<file path="src/rtl/diff_run_image_decoder_top_defines.svh">
// Assertion macros for the differential run image decoder.
// Depends on nothing; included by the top level.
`ifndef DIFF_RUN_IMAGE_DECODER_TOP_DEFINES_SVH
`define DIFF_RUN_IMAGE_DECODER_TOP_DEFINES_SVH
// Immediate implication checked at every clock edge outside reset.
`define DRID_ASSERT_IMP(label, ante, cons, msg) \
  label: assert property (@(posedge clk) disable iff (rst) (ante) |-> (cons)) else $error(msg);
// Next-cycle implication checked at every clock edge outside reset.
`define DRID_ASSERT_NXT(label, ante, cons, msg) \
  label: assert property (@(posedge clk) disable iff (rst) (ante) |=> (cons)) else $error(msg);
`endif

</file>
<file path="src/rtl/drid_pkg.sv">
// Shared types and constants of the differential run image decoder.
// Depends on nothing; imported by every module of the block.
`default_nettype none
package drid_pkg;
  localparam int CountWidthDefault = 24;
  localparam int QueueDepthDefault = 4;

  typedef struct packed {
    logic [7:0] in_byte;
    logic       last_byte;
  } in_item_t;

  typedef struct packed {
    logic [7:0]  pixel_value;
    logic [9:0]  run_length;
    logic [9:0]  written_length;
    logic [23:0] start_position;
    logic        is_final;
    logic [23:0] total_pixels;
    logic [23:0] bytes_consumed;
    logic        stop_cause;
  } out_item_t;

  // Request from the bit decoder to the run emitter.
  typedef struct packed {
    logic       is_final;
    logic       stop_cause;
    logic [7:0] pixel_value;
    logic [9:0] run_length;
    logic [31:0] consumed;
  } req_t;

  typedef enum logic [11:0] {
    PH_ONES   = 12'b000000000001,
    PH_SMALL1 = 12'b000000000010,
    PH_SMALL2 = 12'b000000000100,
    PH_SIGN   = 12'b000000001000,
    PH_DFIELD = 12'b000000010000,
    PH_RTOP_A = 12'b000000100000,
    PH_RTOP_B = 12'b000001000000,
    PH_RSEL   = 12'b000010000000,
    PH_R3_A   = 12'b000100000000,
    PH_R3_B   = 12'b001000000000,
    PH_RFIELD = 12'b010000000000,
    PH_HALT   = 12'b100000000000
  } phase_t;

  localparam logic [7:0] PixelOffset = 8'd19;

  function automatic logic [7:0] backdrop(input logic [15:0] lv);
    logic [7:0] v;
    v = 8'd0;
    case (lv)
      16'hFFF6: v = 8'd7;
      16'hFFF7: v = 8'd6;
      16'hFFF8: v = 8'd5;
      16'hFFF9: v = 8'd8;
      16'hFFFA: v = 8'd9;
      16'hFFFB: v = 8'd4;
      16'hFFFC: v = 8'd3;
      16'hFFFD: v = 8'd0;
      16'hFFFE: v = 8'd2;
      16'hFFFF: v = 8'd1;
      default:  v = 8'd0;
    endcase
    return v;
  endfunction
endpackage
`default_nettype wire

</file>
<file path="src/rtl/diff_run_image_decoder_top.sv">
// Differential run image decoder, top level.
// Depends on drid_pkg, drid_front, drid_queue, drid_back and the defines header.
//
// Usage: compressed bytes enter on the input channel (valid_in, stall_in,
// item_in); each carries eight code bits, read least significant first.
// The front end decodes one code bit per cycle unless a request waits on
// a full queue; a byte that is the last of a block keeps it busy past its
// eighth bit while a code cut short is completed with zero bits and the
// final report is issued. The byte rate is set by the bit-serial decoder
// loop. Bytes arriving after a long-prefix stop are taken and dropped
// until the last byte of the block.
// Run records and final reports leave through valid, stall and result. A
// request passes a four-entry queue and then the output register. When
// the receiver stalls, the output register holds, the queue fills, and
// only then does the decoder pause on the bit that needs a request;
// stall_in is high while a byte is in work, except in the cycle that
// decodes the eighth bit of a byte that neither ends nor stops the block,
// when the next byte is taken so that bytes follow with no idle cycle.
// Reset (rst, synchronous) clears all decode state and sets out_limit to
// 16777215; a final report clears the block state except out_limit, which
// is written through cfg_we and cfg_data.
`default_nettype none
`include "diff_run_image_decoder_top_defines.svh"
module diff_run_image_decoder_top #(
  parameter int CountWidth = drid_pkg::CountWidthDefault,
  parameter int QueueDepth = drid_pkg::QueueDepthDefault
) (
  input  wire logic                 clk,
  input  wire logic                 rst,
  input  wire logic                 cfg_we,
  input  wire logic [23:0]          cfg_data,
  input  wire logic                 valid_in,
  output logic                      stall_in,
  input  wire drid_pkg::in_item_t   item_in,
  output logic                      valid,
  input  wire logic                 stall,
  output drid_pkg::out_item_t       result
);
  import drid_pkg::*;

  logic [23:0] out_limit;
  logic        req_valid;
  logic        req_full;
  req_t        req;
  logic        blk_clear;
  logic        q_avail;
  logic        q_pop;
  req_t        q_head;

  always_ff @(posedge clk) begin
    if (rst) out_limit <= 24'hFFFFFF;
    else if (cfg_we) out_limit <= cfg_data;
  end

  drid_front #(.CountWidth(CountWidth)) u_front (
    .clk, .rst, .valid_in, .stall_in, .item_in,
    .req_valid, .req_full, .req, .blk_clear
  );

  drid_queue #(.Depth(QueueDepth)) u_queue (
    .clk, .rst, .push(req_valid), .push_data(req), .full(req_full),
    .pop(q_pop), .not_empty(q_avail), .head(q_head)
  );

  drid_back #(.CountWidth(CountWidth)) u_back (
    .clk, .rst, .out_limit, .req_avail(q_avail), .req(q_head), .req_pop(q_pop),
    .valid, .stall, .result
  );

  // A block end after the zero fill must always carry a final request into the queue.
  `DRID_ASSERT_IMP(a_clear_final, blk_clear, req_valid && req.is_final, "block end without final")
  // Nothing is pushed into a full queue.
  `DRID_ASSERT_IMP(a_no_overflow, req_valid, !req_full, "push into full queue")
  // A record written in never exceeds its run length.
  `DRID_ASSERT_IMP(a_wl_bound, valid, result.written_length <= result.run_length, "written too long")
endmodule
`default_nettype wire

</file>
<file path="src/rtl/drid_front.sv">
// Bit-serial front end: takes bytes, decodes one code bit per cycle as
// queue space allows, issues run and final requests. Depends on drid_pkg.
`default_nettype none
module drid_front #(
  parameter int CountWidth = drid_pkg::CountWidthDefault
) (
  input  wire logic              clk,
  input  wire logic              rst,
  input  wire logic              valid_in,
  output logic                   stall_in,
  input  wire drid_pkg::in_item_t item_in,
  output logic                   req_valid,
  input  wire logic              req_full,
  output drid_pkg::req_t         req,
  output logic                   blk_clear
);
  import drid_pkg::*;
  localparam logic [CountWidth-1:0] CountMax = '1;

  // Byte being worked on.
  logic        busy;
  logic [7:0]  bit_holder;
  logic        last;
  logic [2:0]  bit_idx;
  logic        flush;
  logic [5:0]  guard;

  phase_t      decode_phase;
  logic [3:0]  ones_count;
  logic        sign_flag;
  logic [9:0]  field_value;
  logic [3:0]  field_bits_left;
  logic [15:0] current_level;
  logic [CountWidth-1:0] byte_count;
  logic [CountWidth-1:0] byte_inc;

  logic        b;
  logic        step;
  logic        byte_end;
  logic        need_req;
  logic        take_diff;
  logic        esc;
  logic signed [16:0] diff;
  logic [15:0] new_level;
  logic        f_done;
  logic [9:0]  f_val;
  logic [10:0] run_len;

  // The next byte is taken at the edge that finishes the eighth bit of a
  // byte that neither ends the block nor stops it.
  assign byte_end = step && !flush && !last && bit_idx == 3'd7 &&
                    !(decode_phase == PH_SIGN && ones_count > 4'd7);
  assign stall_in = busy && !byte_end;
  assign b = flush ? 1'b0 : bit_holder[bit_idx];
  assign byte_inc = (byte_count == CountMax) ? byte_count
                                             : byte_count + CountWidth'(1);

  always_comb begin
    f_val  = field_value;
    f_done = 1'b1;
    if (field_bits_left != 4'd0 && field_bits_left <= ones_count) begin
      f_val  = field_value | (10'(b) << (ones_count - field_bits_left));
      f_done = (field_bits_left == 4'd1);
    end
    run_len = (11'd1 << ones_count) + 11'(f_val);
  end

  // Difference from the current code bit, when this bit completes one.
  always_comb begin
    take_diff = 1'b0;
    diff      = '0;
    case (decode_phase)
      PH_SMALL1: begin take_diff = !b; diff = '0; end
      PH_SMALL2: begin take_diff = 1'b1; diff = b ? -17'sd1 : 17'sd1; end
      PH_SIGN:   begin take_diff = (ones_count == 4'd0); diff = '0; end
      PH_DFIELD: begin
        take_diff = f_done;
        diff = 17'((11'd1 << ones_count[2:0]) + 11'(f_val));
        if (sign_flag) diff = -diff;
      end
      default: ;
    endcase
    // The escape is decided on the coded difference, before the raise.
    esc = (diff == -17'sd4);
    if (diff < -17'sd4) diff = diff + 17'sd1;
    new_level = current_level + diff[15:0];
  end

  // Request needed by this step (one at most per bit).
  logic       sel_run;
  logic [9:0] sel_len;
  always_comb begin
    need_req = 1'b0;
    req = '0;
    sel_run = 1'b0;
    sel_len = 10'd1;
    if (flush && (decode_phase == PH_ONES || decode_phase == PH_SMALL1 ||
                  guard == 6'd40)) begin
      need_req = 1'b1;
      req.is_final = 1'b1;
      req.consumed = 32'(byte_count);
    end else if (decode_phase == PH_SIGN && ones_count > 4'd7) begin
      need_req = 1'b1;
      req.is_final = 1'b1;
      req.stop_cause = 1'b1;
      req.consumed = (flush || bit_idx != 3'd7) ? 32'(byte_count) : 32'(byte_inc);
    end else if (take_diff && !esc && !new_level[15]) begin
      need_req = 1'b1;
      req.pixel_value = (new_level == 16'd0) ? 8'd0 : new_level[7:0] + PixelOffset;
      req.run_length = 10'd1;
    end else if (decode_phase == PH_RTOP_B && !field_value[0] && !b) begin
      sel_run = 1'b1;
    end else if (decode_phase == PH_RFIELD && f_done) begin
      sel_run = 1'b1;
      sel_len = run_len[9:0];
    end
    if (sel_run) begin
      need_req = 1'b1;
      req.pixel_value = backdrop(current_level);
      req.run_length = sel_len;
    end
  end

  assign step = busy && !(need_req && req_full);
  assign req_valid = busy && need_req && !req_full;
  assign blk_clear = step && flush && req.is_final;

  always_ff @(posedge clk) begin
    if (rst) begin
      busy <= 1'b0; flush <= 1'b0; bit_idx <= '0; guard <= '0;
      decode_phase <= PH_ONES; ones_count <= '0; sign_flag <= 1'b0;
      field_value <= '0; field_bits_left <= '0; current_level <= '0;
      byte_count <= '0; bit_holder <= '0; last <= 1'b0;
    end else if (!busy) begin
      if (valid_in) begin
        if (decode_phase == PH_HALT) begin
          if (item_in.last_byte) begin
            decode_phase <= PH_ONES; ones_count <= '0; sign_flag <= 1'b0;
            field_value <= '0; field_bits_left <= '0; current_level <= '0;
            byte_count <= '0;
          end
        end else begin
          busy <= 1'b1;
          bit_holder <= item_in.in_byte;
          last <= item_in.last_byte;
          bit_idx <= '0;
        end
      end
    end else if (step) begin
      if (flush && req.is_final) begin
        busy <= 1'b0; flush <= 1'b0; guard <= '0;
        decode_phase <= PH_ONES; ones_count <= '0; sign_flag <= 1'b0;
        field_value <= '0; field_bits_left <= '0; current_level <= '0;
        byte_count <= '0;
      end else begin
        if (flush) guard <= guard + 6'd1;
        case (decode_phase)
          PH_ONES: begin
            if (b) begin
              if (ones_count < 4'd8) ones_count <= ones_count + 4'd1;
            end else begin
              decode_phase <= (ones_count == 4'd0) ? PH_SMALL1 : PH_SIGN;
            end
          end
          PH_SMALL1: if (b) decode_phase <= PH_SMALL2;
          PH_SIGN: begin
            sign_flag <= b;
            if (ones_count > 4'd7) begin
              decode_phase <= PH_HALT;
            end else if (ones_count != 4'd0) begin
              field_value <= '0;
              field_bits_left <= ones_count;
              decode_phase <= PH_DFIELD;
            end
          end
          PH_DFIELD: begin
            field_value <= f_val;
            if (field_bits_left != 4'd0 && field_bits_left <= ones_count)
              field_bits_left <= field_bits_left - 4'd1;
          end
          PH_RTOP_A: begin field_value <= 10'(b); decode_phase <= PH_RTOP_B; end
          PH_RTOP_B: begin
            case ({b, field_value[0]})
              2'd0: begin decode_phase <= PH_ONES; ones_count <= '0; end
              2'd1: begin ones_count <= 4'd1; decode_phase <= PH_RSEL; end
              2'd2: begin ones_count <= 4'd3; decode_phase <= PH_RSEL; end
              default: decode_phase <= PH_R3_A;
            endcase
          end
          PH_RSEL: begin
            ones_count <= ones_count + 4'(b);
            field_bits_left <= ones_count + 4'(b);
            field_value <= '0;
            decode_phase <= PH_RFIELD;
          end
          PH_R3_A: begin field_value <= 10'(b); decode_phase <= PH_R3_B; end
          PH_R3_B: begin
            if (b && field_value[0]) begin
              ones_count <= 4'd8; decode_phase <= PH_RSEL;
            end else begin
              ones_count <= 4'd5 + 4'({b, field_value[0]});
              field_bits_left <= 4'd5 + 4'({b, field_value[0]});
              field_value <= '0;
              decode_phase <= PH_RFIELD;
            end
          end
          PH_RFIELD: begin
            field_value <= f_val;
            if (field_bits_left != 4'd0 && field_bits_left <= ones_count)
              field_bits_left <= field_bits_left - 4'd1;
            if (f_done) begin decode_phase <= PH_ONES; ones_count <= '0; end
          end
          default: ;
        endcase
        if (take_diff) begin
          decode_phase <= PH_ONES;
          ones_count <= '0;
          if (esc) begin
            current_level <= '0;
            field_value <= '0;
            decode_phase <= PH_RTOP_A;
          end else begin
            current_level <= new_level;
            if (new_level[15]) begin
              field_value <= '0;
              decode_phase <= PH_RTOP_A;
            end
          end
        end
        // Byte bookkeeping.
        if (decode_phase == PH_SIGN && ones_count > 4'd7) begin
          if (flush) begin
            busy <= 1'b0; flush <= 1'b0; guard <= '0;
          end else begin
            busy <= 1'b0;
            byte_count <= byte_inc;
            if (last) begin
              decode_phase <= PH_ONES; ones_count <= '0; sign_flag <= 1'b0;
              field_value <= '0; field_bits_left <= '0; current_level <= '0;
              byte_count <= '0;
            end
          end
        end else if (!flush && bit_idx == 3'd7) begin
          byte_count <= byte_inc;
          if (last) flush <= 1'b1;
          else if (valid_in) begin
            bit_holder <= item_in.in_byte;
            last <= item_in.last_byte;
            bit_idx <= '0;
          end else busy <= 1'b0;
        end else if (!flush) begin
          bit_idx <= bit_idx + 3'd1;
        end
      end
    end
  end
endmodule
`default_nettype wire

</file>
<file path="src/rtl/drid_queue.sv">
// Small request queue between the bit decoder and the run emitter.
// Depends on drid_pkg.
`default_nettype none
module drid_queue #(
  parameter int Depth = drid_pkg::QueueDepthDefault
) (
  input  wire logic           clk,
  input  wire logic           rst,
  input  wire logic           push,
  input  wire drid_pkg::req_t push_data,
  output logic                full,
  input  wire logic           pop,
  output logic                not_empty,
  output drid_pkg::req_t      head
);
  import drid_pkg::*;
  localparam int AW = $clog2(Depth);

  req_t            mem [Depth];
  logic [AW-1:0]   wp;
  logic [AW-1:0]   rp;
  logic [AW:0]     cnt;

  assign full = (cnt == (AW+1)'(Depth));
  assign not_empty = (cnt != '0);
  assign head = mem[rp];

  always_ff @(posedge clk) begin
    if (push) mem[wp] <= push_data;
  end

  always_ff @(posedge clk) begin
    if (rst) begin
      wp <= '0; rp <= '0; cnt <= '0;
    end else begin
      if (push) wp <= (wp == AW'(Depth - 1)) ? '0 : wp + AW'(1);
      if (pop) rp <= (rp == AW'(Depth - 1)) ? '0 : rp + AW'(1);
      cnt <= cnt + (AW+1)'(push) - (AW+1)'(pop);
    end
  end
endmodule
`default_nettype wire

</file>
<file path="src/rtl/drid_back.sv">
// Back end: turns requests into run records and final reports, tracks the
// pixel position and drives the output register. Depends on drid_pkg.
`default_nettype none
module drid_back #(
  parameter int CountWidth = drid_pkg::CountWidthDefault
) (
  input  wire logic            clk,
  input  wire logic            rst,
  input  wire logic [23:0]     out_limit,
  input  wire logic            req_avail,
  input  wire drid_pkg::req_t  req,
  output logic                 req_pop,
  output logic                 valid,
  input  wire logic            stall,
  output drid_pkg::out_item_t  result
);
  import drid_pkg::*;
  localparam logic [CountWidth:0] CountMax = {1'b0, {CountWidth{1'b1}}};

  logic [CountWidth-1:0] pixel_count;
  logic [CountWidth:0]   sum;
  logic [CountWidth:0]   room;
  logic [9:0]            wl;
  out_item_t             rec;

  function automatic logic [23:0] clamp(input logic [CountWidth+8:0] v);
    return (v > (CountWidth+9)'(24'hFFFFFF)) ? 24'hFFFFFF : v[23:0];
  endfunction

  always_comb begin
    sum  = {1'b0, pixel_count} + (CountWidth+1)'(req.run_length);
    room = (CountWidth+1)'(out_limit) - {1'b0, pixel_count};
    wl = 10'd0;
    if ((CountWidth+1)'(out_limit) > {1'b0, pixel_count})
      wl = (room > (CountWidth+1)'(req.run_length)) ? req.run_length : room[9:0];
    rec = '0;
    if (req.is_final) begin
      rec.is_final = 1'b1;
      rec.stop_cause = req.stop_cause;
      rec.total_pixels = clamp((CountWidth+9)'(pixel_count));
      rec.bytes_consumed = (req.consumed > 32'hFFFFFF) ? 24'hFFFFFF : req.consumed[23:0];
    end else begin
      rec.pixel_value = req.pixel_value;
      rec.run_length = req.run_length;
      rec.written_length = wl;
      rec.start_position = clamp((CountWidth+9)'(pixel_count));
    end
  end

  assign req_pop = req_avail && (!valid || !stall);

  always_ff @(posedge clk) begin
    if (req_pop) result <= rec;
  end

  always_ff @(posedge clk) begin
    if (rst) begin
      valid <= 1'b0;
      pixel_count <= '0;
    end else begin
      if (req_pop) valid <= 1'b1;
      else if (!stall) valid <= 1'b0;
      if (req_pop) begin
        if (req.is_final) pixel_count <= '0;
        else pixel_count <= (sum > CountMax) ? CountMax[CountWidth-1:0]
                                              : sum[CountWidth-1:0];
      end
    end
  end
endmodule
`default_nettype wire

</file>
<file path="config.mk">
export PLATFORM = sky130hd
export DESIGN_NAME = diff_run_image_decoder_top
export DESIGN_NICKNAME = d
export VERILOG_FILES = /design/src/rtl/drid_pkg.sv /design/src/rtl/diff_run_image_decoder_top.sv /design/src/rtl/drid_front.sv /design/src/rtl/drid_queue.sv /design/src/rtl/drid_back.sv
export VERILOG_INCLUDE_DIRS = /design/src /design/src/rtl
export SDC_FILE = /design/constraint.sdc
export NUM_CORES = 1
export LEC_CHECK = 0
export ABC_AREA = 1
export BUFFER_PORTS_ARGS = -buffer_cell sky130_fd_sc_hd__buf_2
export CAP_MARGIN = 5
export CORE_MARGIN = 2
export CORE_UTILIZATION = 40
export CTS_CLUSTER_SIZE = 30
export DETAILED_ROUTE_END_ITERATION = 10
export MAX_ROUTING_LAYER = met4
export PLACE_DENSITY_LB_ADDON = 0.05
export SETUP_SLACK_MARGIN = 0.05
export SLEW_MARGIN = 20
export SYNTH_ARGS = -nofsm -noshare
export SYNTH_HDL_FRONTEND = slang
export SYNTH_SLANG_ARGS = --single-unit
export TNS_END_PERCENT = 100
</file>
<file path="constraint.sdc">
create_clock -name clk -period 11.3 [get_ports clk]
set_clock_uncertainty 0.05 [all_clocks]
set_input_delay 0.565 -clock clk [delete_from_list [all_inputs] [get_ports clk]]
set_output_delay 0.565 -clock clk [all_outputs]
set_load 0.05 [all_outputs]
</file>
; Word level (Yosys, flattened, before mapping)
; Memory sizes are Yosys's and may differ from the RTL's. A register that Yosys moved wholly into a read port is not among the register bits.
; Cells that the tools add are included.
[word_totals]
input_bits = 38
mem_bits_rw = 208
ff_bits = 249
output_inout_bits = 104
mem_count = 1
[op_classes]
magnitude_cmp = 9
shifts = 3
n_reduce_logical = 59
n_bitwise = 2
n_mux = 189
n_eq_ne = 44
n_addsub = 20
[memory_table]
columns = memory, depth, width, rd, rd_clocked_by_memory_dff, write_ports, line
row1 = u_queue.mem, 4, 52, 1, 1, 1, drid_queue.sv:19  ; req_t mem [Depth];
[op_table]
columns = op, count
row1 = $mux W24, 15
row2 = $mux W10, 22
row3 = $mux W12, 16
row4 = $mux W16, 12
row5 = $eq A16 B16 Y1 const B, 9
row6 = $pmux W12 S9, 1
row7 = $mux W4, 25
row8 = $mux W8, 10
row9 = $mux W32, 2
row10 = $mux W18, 3
row11 = $mux W50, 1
row12 = $pmux W10 S5, 1
row13 = $mux W1, 49
row14 = $pmux W4 S9, 1
row15 = $mux W17, 2
row16 = $pmux W17 S2, 1
row17 = $gt A32 B24 Y1 const B, 1
row18 = $mux W3, 10
row19 = $mux W6, 5
row20 = $add A24 B10 Y25, 1
row21 = $gt A25 B10 Y1, 1
row22 = $gt A25 B24 Y1 const B, 1
row23 = $sub A24 B24 Y25, 1
row24 = $add A24 B1 Y24 const B, 1
row25 = 74 further kinds, 135

; Logic depth before layout (Yosys ltp)
[logic_depth]
depth_word = 28
mapped_depth = 57

; By module
; Synthesis repeated with hierarchy kept, for this count alone.
[unflattened]
hier_cells = 3285
hier_area_um2 = 26957.1
[modules_own_cells]
columns = mod, cells_per_inst, seq_area_each_um2, instances, area_per_inst_um2
row1 = drid_front, 1567, 1821.7, 1, 9449.1
row2 = drid_queue, 666, 6426.2, 1, 8972.4
row3 = drid_back, 947, 3563.4, 1, 7602.3
row4 = diff_run_image_decoder_top, 105, 480.5, 1, 933.4

; Worst setup path after synthesis
; Ideal clock, no wire load.
[synth_timing]
kind = reg2reg
from = register u_queue.cnt[1]
to = register u_back.pixel_count[18]
n_path_buf = 1
t_required_ns = 11.180
stages_incl_launch_ff = 8
synth_period_minus_slack_ns = 8.946
setup_ns = 0.070
arrival_time_ns = 8.826
slack_ns = 2.354
path_cell_list = dfxtp_1 inv_1 a31oi_1 clkinv_1 nor2_1 clkbuf_1 o21ai_0 a21oi_1
[synth_via]
elab_chain_cells = 2
[synth_lines]
columns = element, line
row1 = start: declaration, drid_queue.sv:22  ; logic [AW:0] cnt;
row2 = start signal: assignment, drid_queue.sv:38  ; cnt <= cnt + (AW+1)'(push) - (AW+1)'(pop);
row3 = $reduce_bool A3 Y1, drid_queue.sv:25  ; assign not_empty = (cnt != '0);
row4 = $logic_and A1 B1 Y1, drid_back.sv:50  ; assign req_pop = req_avail && (!valid || !stall);
row5 = via q_pop, diff_run_image_decoder_top.sv:47  ; logic q_pop;
row6 = end signal: assignment, drid_back.sv:65  ; else pixel_count <= (sum > CountMax) ? CountMax[CountWidth-1:0]
row7 = end: declaration, drid_back.sv:20  ; logic [CountWidth-1:0] pixel_count;
; The timed path passes the listed nets, and every way through them passes these cells.
; A chain may end at the register's enable or synchronous reset.

; Worst setup path in the final report
[layout_timing]
from = register u_front.ones_count[0]
to = output stall_in
[layout_via]
elab_chain_cells = 26
[layout_lines]
columns = element, line
row1 = start: declaration, drid_front.sv:29  ; logic [3:0] ones_count;
row2 = start signal: assignment, drid_front.sv:160  ; if (ones_count < 4'd8) ones_count <= ones_count + 4'd1;
row3 = start signal: assignment, drid_front.sv:191  ; ones_count <= ones_count + 4'(b);
row4 = start signal: assignment, drid_front.sv:201  ; ones_count <= 4'd5 + 4'({b, field_value[0]});
row5 = $sub A4 B4 Y4, drid_front.sv:62  ; f_val = field_value | (10'(b) << (ones_count - field_bits_left));
row6 = $shl A1 B4 Y10, drid_front.sv:62
row7 = $or A10 B10 Y10, drid_front.sv:62
row8 = $mux W10, drid_front.sv:61  ; if (field_bits_left != 4'd0 && field_bits_left <= ones_count) begin
row9 = $add A17 B10 Y17, drid_front.sv:78  ; diff = 17'((11'd1 << ones_count[2:0]) + 11'(f_val));
row10 = $neg A17 Y17, drid_front.sv:79  ; if (sign_flag) diff = -diff;
row11 = $mux W17, drid_front.sv:79
row12 = $pmux W17 S2, drid_front.sv:72  ; case (decode_phase)
row13 = (+8 left out), --
row14 = $mux W1, drid_front.sv:117  ; if (sel_run) begin
row15 = $logic_and A1 B1 Y1, drid_front.sv:124  ; assign step = busy && !(need_req && req_full);
row16 = $logic_not A1 Y1, drid_front.sv:124
row17 = $logic_and A1 B1 Y1, drid_front.sv:124
row18 = $logic_and A1 B1 Y1 (3 in a row), drid_front.sv:51  ; assign byte_end = step && !flush && !last && bit_idx == 3'd7 &&
row19 = $logic_and A1 B1 Y1 *, drid_front.sv:51
row20 = $logic_not A1 Y1 *, drid_front.sv:53  ; assign stall_in = busy && !byte_end;
row21 = $logic_and A1 B1 Y1 *, drid_front.sv:53
row22 = end: declaration, diff_run_image_decoder_top.sv:33  ; output logic stall_in,
; Every way passes the cells marked *; elsewhere a longest branch is shown, timed or not.

==> metrics <==
# H-tree levels 2; final hold violation count 0; Netlist cell types 65; post-synth top area share 0.3526; Crit-path slowest cell dfxtp_1; Yosys top cell by area edfxtp_1; Antenna Cells 0; fmax approximately 0.11 GHz; FF-to-FF End u_queue.mem[2][40]; Worst VDD drop about 0.00025 V; Hold Path Depth 3; GP Congestion 0.9153; clock root cell clkbuf_16; cell family with most CP delay simple AND/OR/NAND/NOR gates; full die area roughly 60,000 um^2; vias per inst 5.256; most frequent CP cell nand2_1; setup_tns 0 ps; CP max FO 9; clk_lat worst skew around 620 ps; CP endpoint kind output port; synthesis-to-finish area growth 13.43%; post-route setup slack 1786 ps; Switch Pwr roughly 2.5 mW; hold crit path type input port to register; RSZ-0062 raised after global routing no; Post-CTS Hold Fix Bufs 0; Place WS about 1900 ps; drt pass-1 iters 5; Net Count, Synth just under 3k; Core Area about 60,000 um^2; CP peak stage delay between 400 and 500 ps; layout cells sized above 1 0.1076; Post-synth EDFFs between 200 and 300; Final setup viols 0; Async SR Flop Fraction 0; min Tclk post-route about 9500 ps; final WL between 60,000 and 70,000 um; worst r2r src u_front.ones_count[0]; Seq/Total Area, Yosys 0.4786; P_leak about 11 nW; fin crit share 0.8420; # port buffers around 140; top post-synthesis cells by count 464 x nand2_1, 350 x nor2_1, 340 x inv_1, 278 x edfxtp_1, 218 x o21ai_0; clock-pin transition on the worst setup and hold timing paths around 60 ps; Vert. Die Dim between 200 and 250 um; Sequential Power Share 0.344; global-route wire length before repair between 100,000 and 150,000 um; clock sink total around 430; most frequent cell after synthesis nand2_1; Initial DRC Count around 1.2k; cts bufs inserted 49; Antenna Nets Post-Route 0; #FFs+latches synth approximately 430; largest net degree at the start of global routing 90; Routed wire per std cell around 18 um; Mean Syn Cell Area 8.446 um^2; crit path launch type register; sw frac 0.4159; Slew @ Worst Pin around 1100 ps; PostCTS Resize Cnt 0; initial core utilization 0.4026; Placed Area ~25,000 um^2; max_cap viols 0; Die Width approximately 250 um; PwrDens ~230 nW/um^2; Slew Viols, Final 0; Final #Nets roughly 3k; TritonCTS clock tree done; synthesized area about 24,000 um^2; Worst EP required approximately 11,000 ps; most used flip-flop cell after synthesis edfxtp_1; initial antenna violation count 1; synth warn 0; DR vias 19.60k; hold_sp cfg_data[9]; flop-to-flop setup slack between 1500 and 2000 ps; FF-to-FF path depth 48; Slew HR 0.2622; clock power share 0.275; Filler Cell Count roughly 5.9k; clock buffer depth 3; DPL Wire Length roughly 47,000 um; I/O pin count 142; worst path arrival time ~8900 ps; design area ~27,000 um^2; critical path class register to output port; Global Route Usage Sum 0.2251; # DRC 0; Synth Instances around 2.8k; Hold EP out_limit[9]; top cells by area, synth edfxtp_1 35%, dfxtp_1 13%, nand2_1 7.4%, ha_1 6.0%, nor2_1 5.5%; vias in the first global route roughly 19k; status finished, final reports clean; worst path bufs/invs 6; Setup Fix Bufs, Post-CTS 0; P_int 3.530 mW; grt ovf 0; row count 89; Comb pwr share 0.380
[power groups by stage]
| stage | logic [mW] | registers (mW) | clock network [mW] |
|---|---|---|---|
| detailed placement | 2.32 | 2.12 | 0 |
| global route | 2.52 | 2.11 | 1.77 |
| finish | 2.30 | 2.08 | 1.66 |
| global placement | 2.30 | 2.11 | 0 |
| CTS | 2.33 | 2.09 | 1.71 |
| floorplan | 1.05 | 2.80 | 0 |
[placed cells by master (no fill, tap or decap), types with 19 or more instances in the layout]
cell	n
inv_1	338
inv_2	21
nor4_1	20
o21ai_0	218
xor2_1	81
nand2_1	464
ha_1	113
buf_2	141
buf_4	20
edfxtp_1	278
a21oi_1	210
nand4_1	54
nor2_1	343
dfxtp_1	147
xnor2_1	19
nor3_1	54
clkbuf_16	49
nand3_1	122
o22ai_1	41
[registers in the layout, summed over array words and instances, names as in the netlist, named ones only]
signal / cells
u_back.valid: 1
u_front.guard: 6
u_queue.cnt: 3
u_front.current_level: 16
out_limit: 24
u_front.last: 1
u_front.ones_count: 4
u_front.flush: 1
u_queue.wp: 2
u_front.bit_idx: 3
u_front.sign_flag: 1
u_front.decode_phase: 12
u_front.byte_count: 24
u_back.pixel_count: 24
u_front.field_value: 10
u_front.busy: 1
u_front.bit_holder: 8
u_front.field_bits_left: 4
u_queue.rp: 2
u_back.result: 102
u_queue.mem: 176
[tightest hold or removal path: stages]
cell	delay, ps
buf_2	70
nand2_1	40
nand3_1	60
[layer usage]
metal | part of all wire | track usage | vias up
met1 | 0.46 | 0.2950 | 9368
met2 | 0.47 | 0.3708 | 405
met3 | 0.043 | 0.02768 | 88
met4 | 0.019 | 0.05548 | 0
li1 | - | - | 9739
met5 | 0 | - | -
[stage by stage]
stage	hold WS, ps	util	power (mW)	instances
2_1_floorplan	385.4	-	3.853	2803
3_3_place_gp	404.4	0.4276	4.412	3637
3_5_place_dp	406.2	0.4276	4.437	3637
4_1_cts	75.16	0.4567	6.125	3729
5_1_grt	98.32	0.4567	6.404	3729
6_report	110.9	0.4567	6.043	3729
[final cells by class]
type | count | area [um^2] | area share
Sequential cell | 427 | 11330 | 0.4220
Inverter | 363 | 1363 | 0.05074
Multi-Input combinational cell | 1913 | 10630 | 0.3958
Timing Repair Buffer | 161 | 855.8 | 0.03187
Clock buffer | 66 | 1330 | 0.04953
Tap cell | 773 | 967.2 | 0.03602
Clock inverter | 26 | 376.6 | 0.01402
[how the worst max path moves through the flow]
| stage | start | to | slack [ps] | cells past startpoint |
|---|---|---|---|---|
| floorplan | u_queue.cnt[1] | u_back.pixel_count[18] | 2350 | 7 |
| global placement | u_front.ones_count[0] | u_queue.mem[2][33] | 2230 | 48 |
| detailed placement | u_front.ones_count[0] | u_queue.mem[2][33] | 1910 | 48 |
| CTS | u_front.ones_count[0] | stall_in | 1740 | 50 |
| global route | u_front.ones_count[0] | stall_in | 780 | 49 |
| finish | u_front.ones_count[0] | stall_in | 1790 | 50 |
[cell families after synthesis]
family	count (synthesis)	synth area share
and+or+nand+nor	1118	0.2061
adders and majority gates	120	0.06564
buffers and inverters	463	0.07563
DFF	427	0.4786
AOI/OAI and AO/OA	571	0.1338
xor gates and xnor gates	104	0.04022
Power figures use the tool's default switching activity.
